<file path="config.mk">
export PLATFORM = sky130hd
export DESIGN_NAME = sensor_frame_checksum_parser_flat
export DESIGN_NICKNAME = d
export VERILOG_FILES = /design/src/rtl/sfcp_pkg.sv /design/src/rtl/sfcp_if.sv /design/src/rtl/sfcp_framer.sv /design/src/rtl/sfcp_emitter.sv /design/src/rtl/sensor_frame_checksum_parser.sv /design/src/flat_wrapper.sv
export SDC_FILE = /design/constraint.sdc
export NUM_CORES = 1
export LEC_CHECK = 0
export ABC_AREA = 1
export ABC_CLOCK_PERIOD_IN_PS = 7900
export BUFFER_PORTS_ARGS = -buffer_cell sky130_fd_sc_hd__buf_2
export CAP_MARGIN = 20
export CORE_ASPECT_RATIO = 1.2
export CORE_MARGIN = 5
export CORE_UTILIZATION = 50
export DETAILED_ROUTE_END_ITERATION = 6
export GPL_TIMING_DRIVEN = 0
export MAX_ROUTING_LAYER = met4
export PLACE_DENSITY = 0.63
export SLEW_MARGIN = 20
export SYNTH_ARGS = -nofsm -noshare
export SYNTH_HDL_FRONTEND = slang
export SYNTH_HIERARCHICAL = 1
export SYNTH_SLANG_ARGS = --single-unit
</file>
<file path="constraint.sdc">
create_clock -name clock -period 7.9 [get_ports clock]
set_input_delay 1.58 -clock clock [delete_from_list [all_inputs] [get_ports clock]]
set_output_delay 1.58 -clock clock [all_outputs]
set_load 0.02 [all_outputs]
</file>
<file path="src/rtl/sfcp_pkg.sv">
package sfcp_pkg;

   // Frame layout
   localparam logic [7:0] HDR_FIRST      = 8'h42;
   localparam logic [7:0] HDR_SECOND     = 8'h4D;
   localparam logic [4:0] FIRST_BODY_POS = 5'd2;
   localparam logic [4:0] DATA_FIRST_POS = 5'd4;
   localparam logic [4:0] DATA_LAST_POS  = 5'd27;
   localparam logic [4:0] LAST_SUM_POS   = 5'd29;
   localparam logic [4:0] CHECK_HIGH_POS = 5'd30;
   localparam logic [4:0] FRAME_LAST_POS = 5'd31;

   // Sum value right after both header bytes
   localparam logic [15:0] HDR_SUM = 16'(HDR_FIRST) + 16'(HDR_SECOND);

   localparam int unsigned NUM_WORDS = 12;
   localparam logic [3:0]  WORD_IDX_FIRST = 4'd0;
   localparam logic [3:0]  WORD_IDX_LAST  = 4'(NUM_WORDS - 1);

   // Result status codes
   localparam logic STATUS_OK  = 1'b0;
   localparam logic STATUS_BAD = 1'b1;

   typedef enum logic [1:0] {
      PH_HUNT,
      PH_HEADER2,
      PH_COLLECT
   } phase_type;

   typedef logic [NUM_WORDS-1:0][15:0] word_array_type;

   // Frame completion event from the framer to the emitter
   typedef struct packed {
      logic valid;
      logic ok;
   } frame_done_type;

endpackage

</file>
<file path="src/rtl/sfcp_if.sv">
interface sfcp_req_if;
   logic       valid;
   logic       ready;
   logic [7:0] rx_byte;

   modport source (output valid, output rx_byte, input ready);
   modport sink   (input valid, input rx_byte, output ready);
endinterface

interface sfcp_rsp_if;
   logic        valid;
   logic        ready;
   logic        status;
   logic [3:0]  word_index;
   logic [15:0] word_value;
   logic        last;

   modport source (output valid, output status, output word_index, output word_value,
                   output last, input ready);
   modport sink   (input valid, input status, input word_index, input word_value,
                   input last, output ready);
endinterface

</file>
<file path="src/rtl/sfcp_framer.sv">
module sfcp_framer (
   input  logic                    clock,
   input  logic                    reset,
   input  logic                    take,
   input  logic [7:0]              rx_byte,
   input  logic                    emit_busy,
   output logic                    ready,
   output sfcp_pkg::frame_done_type done,
   output sfcp_pkg::word_array_type words
);
   import sfcp_pkg::*;

   phase_type      phase_ff, phase_in;
   logic [4:0]     pos_ff, pos_in;
   logic [15:0]    sum_ff, sum_in;
   logic [7:0]     chk_hi_ff, chk_hi_in;
   word_array_type store_ff;

   logic           store_we;
   logic           store_hi;
   logic [4:0]     pos_rel;
   logic [3:0]     store_idx;

   // Data word slot for the current frame position
   assign pos_rel   = pos_ff - DATA_FIRST_POS;
   assign store_idx = pos_rel[4:1];

   // Hold off the closing word while the previous frame is still draining
   assign ready = !(phase_ff == PH_COLLECT && pos_ff == FRAME_LAST_POS && emit_busy);

   assign words = store_ff;

   // Advance the frame state for each accepted word
   always_comb begin
      phase_in   = phase_ff;
      pos_in     = pos_ff;
      sum_in     = sum_ff;
      chk_hi_in  = chk_hi_ff;
      store_we   = 1'b0;
      store_hi   = !pos_ff[0];
      done.valid = 1'b0;
      done.ok    = ({chk_hi_ff, rx_byte} == sum_ff);
      if (take) begin
         unique case (phase_ff)
            PH_HEADER2: begin
               if (rx_byte == HDR_SECOND) begin
                  phase_in = PH_COLLECT;
                  pos_in   = FIRST_BODY_POS;
                  sum_in   = HDR_SUM;
               end else begin
                  phase_in = PH_HUNT;
                  pos_in   = '0;
                  sum_in   = '0;
               end
            end
            PH_COLLECT: begin
               priority if (pos_ff <= LAST_SUM_POS) begin
                  sum_in   = sum_ff + 16'(rx_byte);
                  store_we = (pos_ff >= DATA_FIRST_POS) && (pos_ff <= DATA_LAST_POS);
                  pos_in   = pos_ff + 5'd1;
               end else if (pos_ff == CHECK_HIGH_POS) begin
                  chk_hi_in = rx_byte;
                  pos_in    = FRAME_LAST_POS;
               end else begin
                  // closing checksum byte: report and return to hunting
                  done.valid = 1'b1;
                  phase_in   = PH_HUNT;
                  pos_in     = '0;
                  sum_in     = '0;
               end
            end
            default: begin
               phase_in = (rx_byte == HDR_FIRST) ? PH_HEADER2 : PH_HUNT;
            end
         endcase
      end
   end

   always_ff @(posedge clock) begin
      if (reset) begin
         phase_ff  <= PH_HUNT;
         pos_ff    <= '0;
         sum_ff    <= '0;
         chk_hi_ff <= '0;
      end else begin
         phase_ff  <= phase_in;
         pos_ff    <= pos_in;
         sum_ff    <= sum_in;
         chk_hi_ff <= chk_hi_in;
      end
   end

   // Fill the data words: high byte first, then low byte
   always_ff @(posedge clock) begin
      if (store_we) begin
         if (store_hi) begin
            store_ff[store_idx] <= {rx_byte, 8'h00};
         end else begin
            store_ff[store_idx][7:0] <= rx_byte;
         end
      end
   end

endmodule

</file>
<file path="src/rtl/sfcp_emitter.sv">
module sfcp_emitter (
   input  logic                     clock,
   input  logic                     reset,
   input  sfcp_pkg::frame_done_type done,
   input  sfcp_pkg::word_array_type words,
   input  logic                     out_ready,
   output logic                     busy,
   output logic                     status,
   output logic [3:0]               word_index,
   output logic [15:0]              word_value,
   output logic                     last
);
   import sfcp_pkg::*;

   logic           busy_ff, busy_in;
   logic           status_ff, status_in;
   logic [3:0]     index_ff, index_in;
   word_array_type shift_ff, shift_in;
   logic           send;

   assign busy       = busy_ff;
   assign status     = status_ff;
   assign word_index = index_ff;
   assign word_value = shift_ff[0];
   assign last       = (status_ff == STATUS_BAD) || (index_ff == WORD_IDX_LAST);
   assign send       = busy_ff && out_ready;

   // Load a finished frame, then shift one word out per handshake
   always_comb begin
      busy_in   = busy_ff;
      status_in = status_ff;
      index_in  = index_ff;
      shift_in  = shift_ff;
      if (done.valid) begin
         busy_in   = 1'b1;
         status_in = done.ok ? STATUS_OK : STATUS_BAD;
         index_in  = WORD_IDX_FIRST;
         shift_in  = done.ok ? words : '0;
      end else if (send) begin
         if (last) begin
            busy_in = 1'b0;
         end else begin
            index_in = index_ff + 4'd1;
            for (int i = 0; i < NUM_WORDS - 1; i++) begin
               shift_in[i] = shift_ff[i+1];
            end
            shift_in[NUM_WORDS-1] = '0;
         end
      end
   end

   always_ff @(posedge clock) begin
      if (reset) begin
         busy_ff <= 1'b0;
      end else begin
         busy_ff <= busy_in;
      end
   end

   always_ff @(posedge clock) begin
      status_ff <= status_in;
      index_ff  <= index_in;
      shift_ff  <= shift_in;
   end

endmodule

</file>
<file path="src/rtl/sensor_frame_checksum_parser.sv">
// Serial frame parser for a particulate sensor.
// req_chan carries one received byte per word (valid/ready). The block hunts
// for the header 0x42 0x4D, collects the rest of the 32-byte frame and checks
// the 16-bit sum of bytes 0 to 29 against the big-endian checksum in bytes 30-31.
// rsp_chan returns, starting the cycle after the closing byte is taken, either
// twelve data words (word_index 0 to 11, last on the twelfth) or a single
// error word (status 1, value 0, last 1).
// Throughput: one byte per cycle while req_chan.ready is high; each byte is handled
// in the cycle it is accepted by the framer registers. Results leave one per cycle
// while rsp_chan.ready is high, from a 12-entry output shift register.
// When rsp_chan stalls, bytes keep flowing into the next frame; only the
// closing byte of that frame is held off (req_chan.ready low) until every
// result of the previous frame has been taken.
// Reset (synchronous, active high) returns to hunting, clears the sum and
// drops any results not yet delivered.
module sensor_frame_checksum_parser (
   input logic        clock,
   input logic        reset,
   sfcp_req_if.sink   req_chan,
   sfcp_rsp_if.source rsp_chan
);
   import sfcp_pkg::*;

   frame_done_type done;
   word_array_type words;
   logic           emit_busy;
   logic           take;

   assign take = req_chan.valid && req_chan.ready;

   sfcp_framer u_framer (
      .clock     (clock),
      .reset     (reset),
      .take      (take),
      .rx_byte   (req_chan.rx_byte),
      .emit_busy (emit_busy),
      .ready     (req_chan.ready),
      .done      (done),
      .words     (words)
   );

   sfcp_emitter u_emitter (
      .clock      (clock),
      .reset      (reset),
      .done       (done),
      .words      (words),
      .out_ready  (rsp_chan.ready),
      .busy       (emit_busy),
      .status     (rsp_chan.status),
      .word_index (rsp_chan.word_index),
      .word_value (rsp_chan.word_value),
      .last       (rsp_chan.last)
   );

   assign rsp_chan.valid = emit_busy;

endmodule

</file>
<file path="src/flat_wrapper.sv">
// flat-port wrapper written by rule: the top's interface ports become plain ports
module sensor_frame_checksum_parser_flat import sfcp_pkg::*;
  (clock, reset, req_chan_valid, req_chan_rx_byte, req_chan_ready, rsp_chan_valid, rsp_chan_status, rsp_chan_word_index, rsp_chan_word_value, rsp_chan_last, rsp_chan_ready);
  sfcp_req_if req_chan_i ();
  sfcp_rsp_if rsp_chan_i ();
  input logic clock;
  input logic reset;
  input wire logic [$bits(req_chan_i.valid)-1:0] req_chan_valid;
  input wire logic [$bits(req_chan_i.rx_byte)-1:0] req_chan_rx_byte;
  output wire logic [$bits(req_chan_i.ready)-1:0] req_chan_ready;
  output wire logic [$bits(rsp_chan_i.valid)-1:0] rsp_chan_valid;
  output wire logic [$bits(rsp_chan_i.status)-1:0] rsp_chan_status;
  output wire logic [$bits(rsp_chan_i.word_index)-1:0] rsp_chan_word_index;
  output wire logic [$bits(rsp_chan_i.word_value)-1:0] rsp_chan_word_value;
  output wire logic [$bits(rsp_chan_i.last)-1:0] rsp_chan_last;
  input wire logic [$bits(rsp_chan_i.ready)-1:0] rsp_chan_ready;
  assign req_chan_i.valid = req_chan_valid;
  assign req_chan_i.rx_byte = req_chan_rx_byte;
  assign req_chan_ready = req_chan_i.ready;
  assign rsp_chan_valid = rsp_chan_i.valid;
  assign rsp_chan_status = rsp_chan_i.status;
  assign rsp_chan_word_index = rsp_chan_i.word_index;
  assign rsp_chan_word_value = rsp_chan_i.word_value;
  assign rsp_chan_last = rsp_chan_i.last;
  assign rsp_chan_i.ready = rsp_chan_ready;
  sensor_frame_checksum_parser u_core (.clock(clock), .reset(reset), .req_chan(req_chan_i), .rsp_chan(rsp_chan_i));
endmodule
</file>
After elaboration in Yosys (flattened, before gate mapping)

Index checks and enable logic that the tools add are counted.

Bits in registers: 421
Output and inout bits: 24

Equality and inequality tests: 12
Muxes and demuxes: 35
Add/sub/neg operators: 4
Bitwise operators: 2
Reductions and logical operators: 18
Magnitude comparators: 5

Operators with widths:

| cell                                                       | count |
|---|---|
| 2-to-1 mux 192 bit                                         | 5 |
| bitwise mux 192 bit                                        | 2 |
| demux 16 bit (select 4 bit)                                | 2 |
| 2-to-1 mux 16 bit                                          | 3 |
| case mux 16 bit (2 select lines)                           | 1 |
| adder 16 x 8 -> 16 bit                                     | 1 |
| equality test 16 bit                                       | 1 |
| equality test 8 x 7 -> 1 bit, second input constant        | 2 |
| 2-to-1 mux 8 bit                                           | 2 |
| 2-to-1 mux 1 bit                                           | 12 |
| equality test 5 bit, second input constant                 | 2 |
| less-or-equal comparator 5 bit, second input constant      | 2 |
| 2-to-1 mux 5 bit                                           | 2 |
| case mux 5 bit (2 select lines)                            | 1 |
| 2-to-1 mux 2 bit                                           | 4 |
| AND reduction 2 bit                                        | 4 |
| logical AND 1 bit                                          | 6 |
| AND reduction 3 bit                                        | 2 |
| nonzero test 2 bit                                         | 3 |
| adder 5 x 1 -> 5 bit, second input constant                | 1 |
| >= comparator 5 x 3 -> 1 bit, second input constant        | 1 |
| less-than comparator 4 x 5 -> 1 bit, second input constant | 1 |
| subtractor 5 x 3 -> 5 bit, second input constant           | 1 |
| adder 4 x 1 -> 4 bit, second input constant                | 1 |
| 12 further kinds                                           | 14 |

Depth between registers and ports, before layout

Gate-level depths: netlist of the first run.

Depth after elaboration: 8
Gate-level depth with buffers: 15
Mapped depth without buffers: 15

Cells and area by module

Netlist of the first run, hierarchy kept.

Modules (own cells, without submodules):

| module                       | cells each | times used | area each (um2) | seq. area each (um2) |
|---|---|---|---|---|
| sfcp_framer                  | 831        | 1          | 9,880.7         | 6,386.1 |
| sfcp_emitter                 | 868        | 1          | 8,874.8         | 5,895.7 |
| sensor_frame_checksum_parser | 2          | 1          | 7.5             | 0.0 |

Worst setup path before layout of the first run

Ideal clock, no wire load.

Path type: input port to flip-flop
Start: in req_chan_valid
End: reg u_core/u_emitter/shift_ff[100] in the netlist's numbering, enable pin
Arrival: 6,511 ps
Stages on the path: 7
Slack: 829 ps
Required time: 7,340 ps
Library setup time: 560 ps
Path through: nand2_1 inv_1 inv_1 nor3_1 inv_2 clkbuf_1 nand2_1

RTL lines:

| item                   | RTL line           | RTL |
|---|---|---|
| start: declaration     | flat_wrapper.sv:8  | `input wire logic [$bits(req_chan_i.valid)-1:0] req_chan_valid;` |
| end signal: assignment | sfcp_emitter.sv:63 | `shift_ff <= shift_in;` |
| end: declaration       | sfcp_emitter.sv:18 | `word_array_type shift_ff, shift_in;` |

==> run metrics, run 1 <==
result of the run finished, final reports clean; placer congestion estimate about 0.87; number of routed nets with antenna violations 0; Worst Setup Slack post-DPL between 3 and 4 ns; width of the die ~190 um; count of fill cells added during filler insertion around 3,200; net count after synthesis approximately 1,700; chip height between 200 and 250 um; area of the die approximately 42,000 sq um; total of warnings raised by yosys 6; sequential cell area ~12,000 sq um; Remaining Overflow, GRT 0; adder-cell share of the synthesized area under 10%; final design area excluding fillers about 21,000 sq um; number of resized instances in the post-cts repair step 0; cell leakage power roughly 7.2 nW; post-synthesis sequential area ratio 65.46%; max-cap violations 0; CTS root buf sky130_fd_sc_hd__clkbuf_16; slew at the pin closest to its max-slew limit roughly 1.2 ns; PnR Total Power roughly 4.4 mW; total detailed-routing wirelength about 47,000 um; area fraction in compound gates after synthesis under 10%; total CTS buffers 43; number of synthesized register bits 421; WP data required between 8 and 9 ns; pin count of the biggest net entering global routing 52; worst hold path class flop to flop; global-route wire length before repair slightly above 70,000 um; footprint of the multi-input gates approximately 5300 sq um; Post-Synthesis Cell Area about 19,000 sq um; Total Routing Usage GR 22.97%; multiplexer fraction of the synthesized cell area 0%; total placed instance area around 20,000 sq um; number of cells in the finished layout apart from fillers about 2,300; input/output buffers 35; initial drt markers around 1,000; Data arrival, critical path roughly 4.3 ns; cell count after synthesis between 1,500 and 2,000; count of cell types in the netlist 41; Max IR drop VDD ~0.19 mV; number of enable-type register cells in the synthesized netlist between 300 and 400; nets 1,823; most area-consuming cells after synthesis sky130_fd_sc_hd__edfxtp_1 (62%), sky130_fd_sc_hd__nand2_1 (8.9%), sky130_fd_sc_hd__nand3_1 (5.3%); power per cell area 208.6 nW/um^2; kind of end point of the critical path flop; via count of the first global-routing pass 12,460; num ports 36; Clock Skews between 0.02 and 0.03 ns; Worst-path clk slew roughly 0.060 ns; Hold Worst Slack around 0.47 ns; Yosys top cell by area sky130_fd_sc_hd__edfxtp_1; achievable frequency between 200 and 250 MHz; fraction of synthesis flops using an asynchronous set or reset pin 0%; share of final-layout standard cells stronger than drive strength 1 between 15 and 20%; count of final setup violators 0; Std-Cell Core Area ~37,000 sq um; insertion delay to the later sink of the worst-skew pair around 0.56 ns; critical path class flop to flop; final-report max-slew violation count 0; area added between synthesis and finish 12.06%; deepest clock path buffer count 3; row cnt just under 80; highest net fanout along the worst path 51; Placed Instances about 2,200; Via-to-Cell Ratio 5.444; post-synthesis share of cell area spent on xor and xnor gates less than 1%; setup total negative slack 0 ns; number of buffers inserted by post-CTS setup repair 0; largest family of logic cells by synthesized area simple AND/OR/NAND/NOR gates; hold buffers post-CTS 0; detailed-route wire length per cell roughly 20 um; H-tree Lvls 2; total vias in the final route ~13,000; fraction of the core area covered by cells at the end of the flow 56.83%; clock sink total 421; share of Yosys cell area claimed by the top area cell type 61.62%; initial standard-cell utilization of the core about 50%; DRC violations left 0; final hold violation count 0; post-route worst setup slack 3.794 ns; setup repair after global routing missed its margin false; drt pass-1 iters 5; mean area per synthesized cell ~11 sq um; worst rel slew slack a little under a fifth; synthesized-area fraction occupied by and/or/nand/nor cells 24.63%; period utilisation layout 51.98%; count of antenna diodes in the layout 0; Final HPWL DP roughly 33,000 um; element type at the critical path start flop; clock tree from TritonCTS done; Synth Flop Type sky130_fd_sc_hd__edfxtp_1; post-layout min period 4.106 ns; number of antenna violations at the first check in global routing 0
## final timing paths
path	start	to	slack [ns]	depth (start not counted)
worst min register to register	u_core/u_framer/chk_hi_ff[0]$_SDFFE_PP0P_	u_core/u_framer/chk_hi_ff[0]$_SDFFE_PP0P_	0.47	2
worst max-delay path	u_core/u_framer/pos_ff[3]$_SDFFE_PP0P_	u_core/u_emitter/shift_ff[73]$_DFFE_PP_	3.79	14
worst max register to register	u_core/u_framer/pos_ff[3]$_SDFFE_PP0P_	u_core/u_emitter/shift_ff[73]$_DFFE_PP_	3.79	14
worst min-delay path	u_core/u_framer/chk_hi_ff[0]$_SDFFE_PP0P_	u_core/u_framer/chk_hi_ff[0]$_SDFFE_PP0P_	0.47	2
## state kept, by name, indices dropped and copies added (netlist names)
name                         flops
u_core/u_emitter/word_index      4
u_core/u_framer/pos_ff           5
u_core/u_framer/sum_ff          16
u_core/u_emitter/status          1
u_core/u_framer/words          192
u_core/u_framer/chk_hi_ff        8
u_core/u_emitter/shift_ff      176
u_core/u_emitter/word_value     16
u_core/u_framer/phase_ff         2
u_core/u_emitter/busy            1
## power breakdown
group	total (mW)	switching (mW)	leakage, nW	internal (mW)
logic	0.0662	0.0545	3.40	0.0117
registers	2.39	0.0000226	3.17	2.39
clock network	1.93	0.827	0.650	1.10
## cell usage in the layout (no fill, tap or decap), types with 9 or more instances in the layout
cell,count
sky130_fd_sc_hd__inv_1,75
sky130_fd_sc_hd__nand2_1,442
sky130_fd_sc_hd__inv_2,17
sky130_fd_sc_hd__ha_1,18
sky130_fd_sc_hd__dfxtp_1,36
sky130_fd_sc_hd__buf_6,26
sky130_fd_sc_hd__a21oi_1,41
sky130_fd_sc_hd__buf_2,83
sky130_fd_sc_hd__clkbuf_1,42
sky130_fd_sc_hd__nor2_2,18
sky130_fd_sc_hd__nand4_1,9
sky130_fd_sc_hd__clkbuf_16,44
sky130_fd_sc_hd__buf_4,21
sky130_fd_sc_hd__nor2_1,51
sky130_fd_sc_hd__nor3_1,152
sky130_fd_sc_hd__edfxtp_1,385
sky130_fd_sc_hd__clkinv_1,17
sky130_fd_sc_hd__nand3_1,200
sky130_fd_sc_hd__nor3_2,54
sky130_fd_sc_hd__o21ai_0,16
## cells in the mapped netlist, drive strengths merged (18+ instances only)
library cell,instances
clkbuf,36
inv,92
edfxtp,385
o21ai,19
dfxtp,36
nand3,204
buf,97
nor3,208
nor2,75
nand2,451
a21oi,42
ha,18
## metal layers
| layer | up-vias | GRT usage, % | wire length (um) |
|---|---|---|---|
| met5 | - | - | 0 |
| met3 | 87 | 3.312 | 2724 |
| met2 | 357 | 39.78 | 24100 |
| met4 | 0 | 7.516 | 1413 |
| li1 | 6057 | - | - |
| met1 | 6010 | 27.96 | 18680 |
## layout make-up
type,count,share of cell area [%]
Clock inverter,24,0.7974
Buffer,133,3.916
Sequential cell,421,58.41
Tap cell,474,2.821
Clock buffer,53,5.493
Multi-Input combinational cell,1052,25.31
Inverter,95,1.696
Timing Repair Buffer,46,1.553
## critical path: stages, from the launching register on
cell                       delay [ns]
sky130_fd_sc_hd__dfxtp_1         0.40
sky130_fd_sc_hd__ha_1            0.31
sky130_fd_sc_hd__nand2_1         0.10
sky130_fd_sc_hd__inv_1           0.05
sky130_fd_sc_hd__ha_1            0.19
sky130_fd_sc_hd__nand3_1         0.12
sky130_fd_sc_hd__nand2_1         0.07
sky130_fd_sc_hd__inv_1           0.17
sky130_fd_sc_hd__inv_1           0.11
sky130_fd_sc_hd__nor3_1          0.42
sky130_fd_sc_hd__inv_2           0.19
sky130_fd_sc_hd__clkbuf_1        0.31
sky130_fd_sc_hd__nand2_4         0.64
sky130_fd_sc_hd__buf_16          0.33
sky130_fd_sc_hd__buf_12          0.29
## kinds of logic after synthesis
group,Yosys count
and+or+nand+nor,959
DFF,421
buffers and inverters,228
AOI/OAI and AO/OA,64
adders and majority gates,19
xor gates and xnor gates,10
No activity file was read; power rests on OpenSTA's default activity.
==> run 2: changes to the inputs <==
--- a/config.mk
+++ b/config.mk
@@ -5,8 +5,8 @@
 export SDC_FILE = /design/constraint.sdc
 export NUM_CORES = 1
 export LEC_CHECK = 0
-export ABC_AREA = 1
-export ABC_CLOCK_PERIOD_IN_PS = 7900
+export ABC_AREA = 0
+export ABC_CLOCK_PERIOD_IN_PS = 4200
 export BUFFER_PORTS_ARGS = -buffer_cell sky130_fd_sc_hd__buf_2
 export CAP_MARGIN = 20
 export CORE_ASPECT_RATIO = 1.2
==> constraint.sdc (replaced) <==
create_clock -name clock -period 4.2 [get_ports clock]
set_input_delay 0.84 -clock clock [delete_from_list [all_inputs] [get_ports clock]]
set_output_delay 0.84 -clock clock [all_outputs]
set_load 0.02 [all_outputs]
==> run 2 against run 1 <==
Compared with the run above: clock skew decreased by 0.0041 ns; critical path type unchanged; final cell count decreased by 22%; global-route usage decreased by 1.6 points; clock power increased by 82%; core utilization decreased by 0.11 points; sequential cell count unchanged; wire length decreased by 18%; synthesized area decreased by 9.0%; worst hold slack got worse by 0.0075 ns.
==> run metrics, run 2 <==
Critical Path Slowest Stage Cell sky130_fd_sc_hd__nor3_2 (was sky130_fd_sc_hd__nand2_4); multiplexer fraction of the synthesized cell area 0.3663% (was 0%); post-route worst setup slack 0.1976 ns (was 3.794 ns); Max IR drop VDD 0.2881 mV (was 0.1871 mV); input/output buffers 35 (unchanged); highest net fanout along the worst path 40 (was 51); Clock Skews 0.02094 ns (was 0.02502 ns); most area-consuming cells after synthesis sky130_fd_sc_hd__edfxtp_1 (68%), sky130_fd_sc_hd__a22o_1 (9.0%), sky130_fd_sc_hd__nor2_1 (5.2%) (was sky130_fd_sc_hd__edfxtp_1 (62%), sky130_fd_sc_hd__nand2_1 (8.9%), sky130_fd_sc_hd__nand3_1 (5.3%)); worst hold path class flop to flop (unchanged); net count after synthesis 1,252 (was 1,732); share of Yosys cell area claimed by the top area cell type 67.69% (was 61.62%); row cnt 74 (was 77); achievable frequency 249.9 MHz (was 243.5 MHz); Commonest cells post-synth sky130_fd_sc_hd__edfxtp_1 (385), sky130_fd_sc_hd__nor2_1 (236), sky130_fd_sc_hd__a22o_1 (175), sky130_fd_sc_hd__nand2_1 (58), sky130_fd_sc_hd__clkbuf_1 (48) (was sky130_fd_sc_hd__nand2_1 (443), sky130_fd_sc_hd__edfxtp_1 (385), sky130_fd_sc_hd__nand3_1 (200), sky130_fd_sc_hd__nor3_1 (154), sky130_fd_sc_hd__inv_1 (75)); pin count of the biggest net entering global routing 50 (was 52); total CTS buffers 42 (was 43); Worst Setup Slack post-DPL -0.1033 ns (was 3.287 ns); synthesized-area fraction occupied by and/or/nand/nor cells 10.20% (was 24.63%); slew at the pin closest to its max-slew limit 1.145 ns (was 1.229 ns); most common cell after layout, fill and taps aside sky130_fd_sc_hd__edfxtp_1 (was sky130_fd_sc_hd__nand2_1); adder-cell share of the synthesized area 1.436% (was 1.307%); fraction of synthesis flops using an asynchronous set or reset pin 0% (unchanged); count of antenna diodes in the layout 0 (unchanged); number of antenna violations at the first check in global routing 0 (unchanged); max-cap violations 0 (unchanged); Post-Synthesis Cell Area 17,080 sq um (was 18,760 sq um); worst rel slew slack 23.69% (was 18.04%); count of fill cells added during filler insertion 2,771 (was 3,169); largest family of logic cells by synthesized area compound AO/OA/AOI/OAI gates (was simple AND/OR/NAND/NOR gates); area fraction in compound gates after synthesis 11.86% (was 1.760%); number of buffers inserted by post-CTS setup repair 0 (unchanged); drt pass-1 iters 5 (unchanged); count leader, synth sky130_fd_sc_hd__edfxtp_1 (was sky130_fd_sc_hd__nand2_1); num ports 36 (unchanged); Via-to-Cell Ratio 5.671 (was 5.444); area added between synthesis and finish 12.55% (was 12.06%); CP Cell Sequence ha_1, and2_1, ha_1, nand3_1, and2_1, nand2_1, nor3_2, clkbuf_1, or2_4, buf_12, buf_12 (was ha_1, nand2_1, inv_1, ha_1, nand3_1, nand2_1, inv_1, inv_1, nor3_1, inv_2, clkbuf_1, nand2_4, buf_16, buf_12); power per cell area 420.9 nW/um^2 (was 208.6 nW/um^2); internal power contribution 6.537 mW (was 3.505 mW); part of the power in registers 55.7% (was 54.6%); DRC violations left 0 (unchanged); Std-Cell Core Area 33,890 sq um (was 37,000 sq um); WP data required 4.43 ns (was 8.12 ns); cell leakage power 5.485 nW (was 7.217 nW); minimum setup slack among reg-to-reg paths 0.20 ns (was 3.79 ns); mean area per synthesized cell 13.99 sq um (was 11.03 sq um); Worst-path clk slew 0.06 ns (about the same); Yosys top cell by area sky130_fd_sc_hd__edfxtp_1 (unchanged); setup repair after global routing missed its margin false (unchanged); Remaining Overflow, GRT 0 (unchanged); width of the die 178.7 um (was 186.8 um); post-synthesis sequential area ratio 71.91% (was 65.46%); period utilisation layout 95.29% (was 51.98%); P_sw 1.554 mW (was 0.8819 mW); post-layout min period 4.002 ns (was 4.106 ns); chip height 212.5 um (was 222.2 um); switching share of power 19.20% (was 20.10%); number of cells in the finished layout apart from fillers 1,794 (was 2,298); total vias in the final route 10,170 (was 12,510); area of the die 37,970 sq um (was 41,520 sq um); Placed Instances 1,717 (was 2,218); H-tree Lvls 2 (unchanged); number of routed nets with antenna violations 0 (unchanged); kind of end point of the critical path flop (unchanged); insertion delay to the later sink of the worst-skew pair 0.55 ns (was 0.56 ns); Total Routing Usage GR 21.40% (was 22.97%); initial standard-cell utilization of the core 50.40% (was 50.72%); critical path class flop to flop (unchanged); Synth Flop Type sky130_fd_sc_hd__edfxtp_1 (unchanged); CTS root buf sky130_fd_sc_hd__clkbuf_16 (unchanged); number of enable-type register cells in the synthesized netlist 385 (unchanged); Comb pwr share 0.9% (was 1.5%); detailed-route wire length per cell 21.55 um (was 20.42 um); hold buffers post-CTS 0 (unchanged); total of warnings raised by yosys 6 (unchanged); placer congestion estimate 0.8287 (was 0.8668); element type at the critical path start flop (unchanged); total detailed-routing wirelength 38,670 um (was 46,920 um); post-synthesis share of cell area spent on xor and xnor gates 0.6667% (was 0.5668%); nets 1,337 (was 1,823); initial drt markers 765 (was 1,021); clock tree from TritonCTS done (unchanged); share of final-layout standard cells stronger than drive strength 1 12.33% (was 17.00%); clock sink total 421 (unchanged); result of the run finished, final reports clean (unchanged); Final HPWL DP 26,500 um (was 32,780 um); highest cell delay on the worst timing path 0.56 ns (was 0.64 ns); count of final setup violators 0 (unchanged); Data arrival, critical path 4.23 ns (was 4.33 ns); Largest register FFs 192 (unchanged); via count of the first global-routing pass 10,150 (was 12,460); number of synthesized register bits 421 (unchanged); final hold violation count 0 (unchanged); global-route wire length before repair 59,080 um (was 71,550 um); cell count after synthesis 1,221 (was 1,701); commonest non-fill, non-tap cells in the layout sky130_fd_sc_hd__edfxtp_1 (385), sky130_fd_sc_hd__nor2_1 (236), sky130_fd_sc_hd__a22o_1 (175) (was sky130_fd_sc_hd__nand2_1 (442), sky130_fd_sc_hd__edfxtp_1 (385), sky130_fd_sc_hd__nand3_1 (200)); clock group share of total power 43.5% (was 43.9%); count of cell types in the netlist 59 (was 41); deepest clock path buffer count 3 (unchanged); final-report max-slew violation count 0 (unchanged)
run 2: layer usage:
layer	wire length (um)	track usage, %	share of wire (%)	vias up
met1	14700	24.21	38	5083
met3	1574	2.650	4.1	78
met5	0	-	0	-
met4	1563	8.102	4.0	0
met2	20830	38.71	54	246
li1	-	-	-	4766
run 2: cells by family (layout without fill, tap and decap cells):
logic type / count (synthesis) / in the layout
buffers and inverters: 117 / 233
and+or+nand+nor: 395 / 396
AOI/OAI and AO/OA: 250 / 250
muxes: 6 / 6
DFF: 421 / 421
xor gates and xnor gates: 13 / 13
adders and majority gates: 19 / 19
run 2: path summary, 6_finish.rpt:
check | from | to | cells past startpoint
setup reg to reg | u_core/u_framer/pos_ff[3]$_SDFFE_PP0P_ | u_core/u_emitter/shift_ff[62]$_DFFE_PP_ | 11
setup / recovery | u_core/u_framer/pos_ff[3]$_SDFFE_PP0P_ | u_core/u_emitter/shift_ff[62]$_DFFE_PP_ | 11
hold reg to reg | u_core/u_framer/chk_hi_ff[1]$_SDFFE_PP0P_ | u_core/u_framer/chk_hi_ff[1]$_SDFFE_PP0P_ | 2
hold / removal | u_core/u_framer/chk_hi_ff[1]$_SDFFE_PP0P_ | u_core/u_framer/chk_hi_ff[1]$_SDFFE_PP0P_ | 2
run 2: critical path, delay by kind of cell (launching register included):
| kind | cells | cell delay, ns |
|---|---|---|
| simple gates | 6 | 1.69 |
| flops | 1 | 0.39 |
| buf+inv | 3 | 1.08 |
| fa+ha+maj | 2 | 0.48 |
run 2: area by class of cell:
cell class,count,area [sq um],area share (%)
buffer,103,555.5,2.890
sequential,421,12280,63.89
multi-input combinational,684,4209,21.90
clock buffer,56,1135,5.904
tap,456,570.5,2.968
inverter,14,52.55,0.2734
clock inverter,20,147.6,0.7681
timing repair buffer,40,270.3,1.406
run 2: power by group through the flow:
stage	Combinational (mW)	Sequential, mW	Clock (mW)
final	0.0725	4.50	3.52
after CTS	0.0729	4.50	3.58
after global routing	0.0770	4.50	3.77
after floorplan	0.0318	4.59	0
after detailed placement	0.0728	4.59	0
after global placement	0.0715	4.59	0
run 2: what timing repair did:
action / in CTS / in global routing
pin swaps: 0 / 1
endpoints found under the setup margin: 40 / 40
cloned: 0 / 1
gates resized for setup: 1 / 0
run 2: through the flow:
stage	instance area (sq um)	power, mW	util [%]	TNS (ns)	hold WS (ns)
after CTS	19220	8.151	56.71	0	0.4663
final	19220	8.090	56.72	0	0.4671
after global routing	19220	8.351	56.72	0	0.4851
after global placement	17830	4.663	52.61	-239.53	0.4492
after floorplan	17080	4.623	-	0	0.4356
after detailed placement	17930	4.664	52.91	-4.049	0.4584
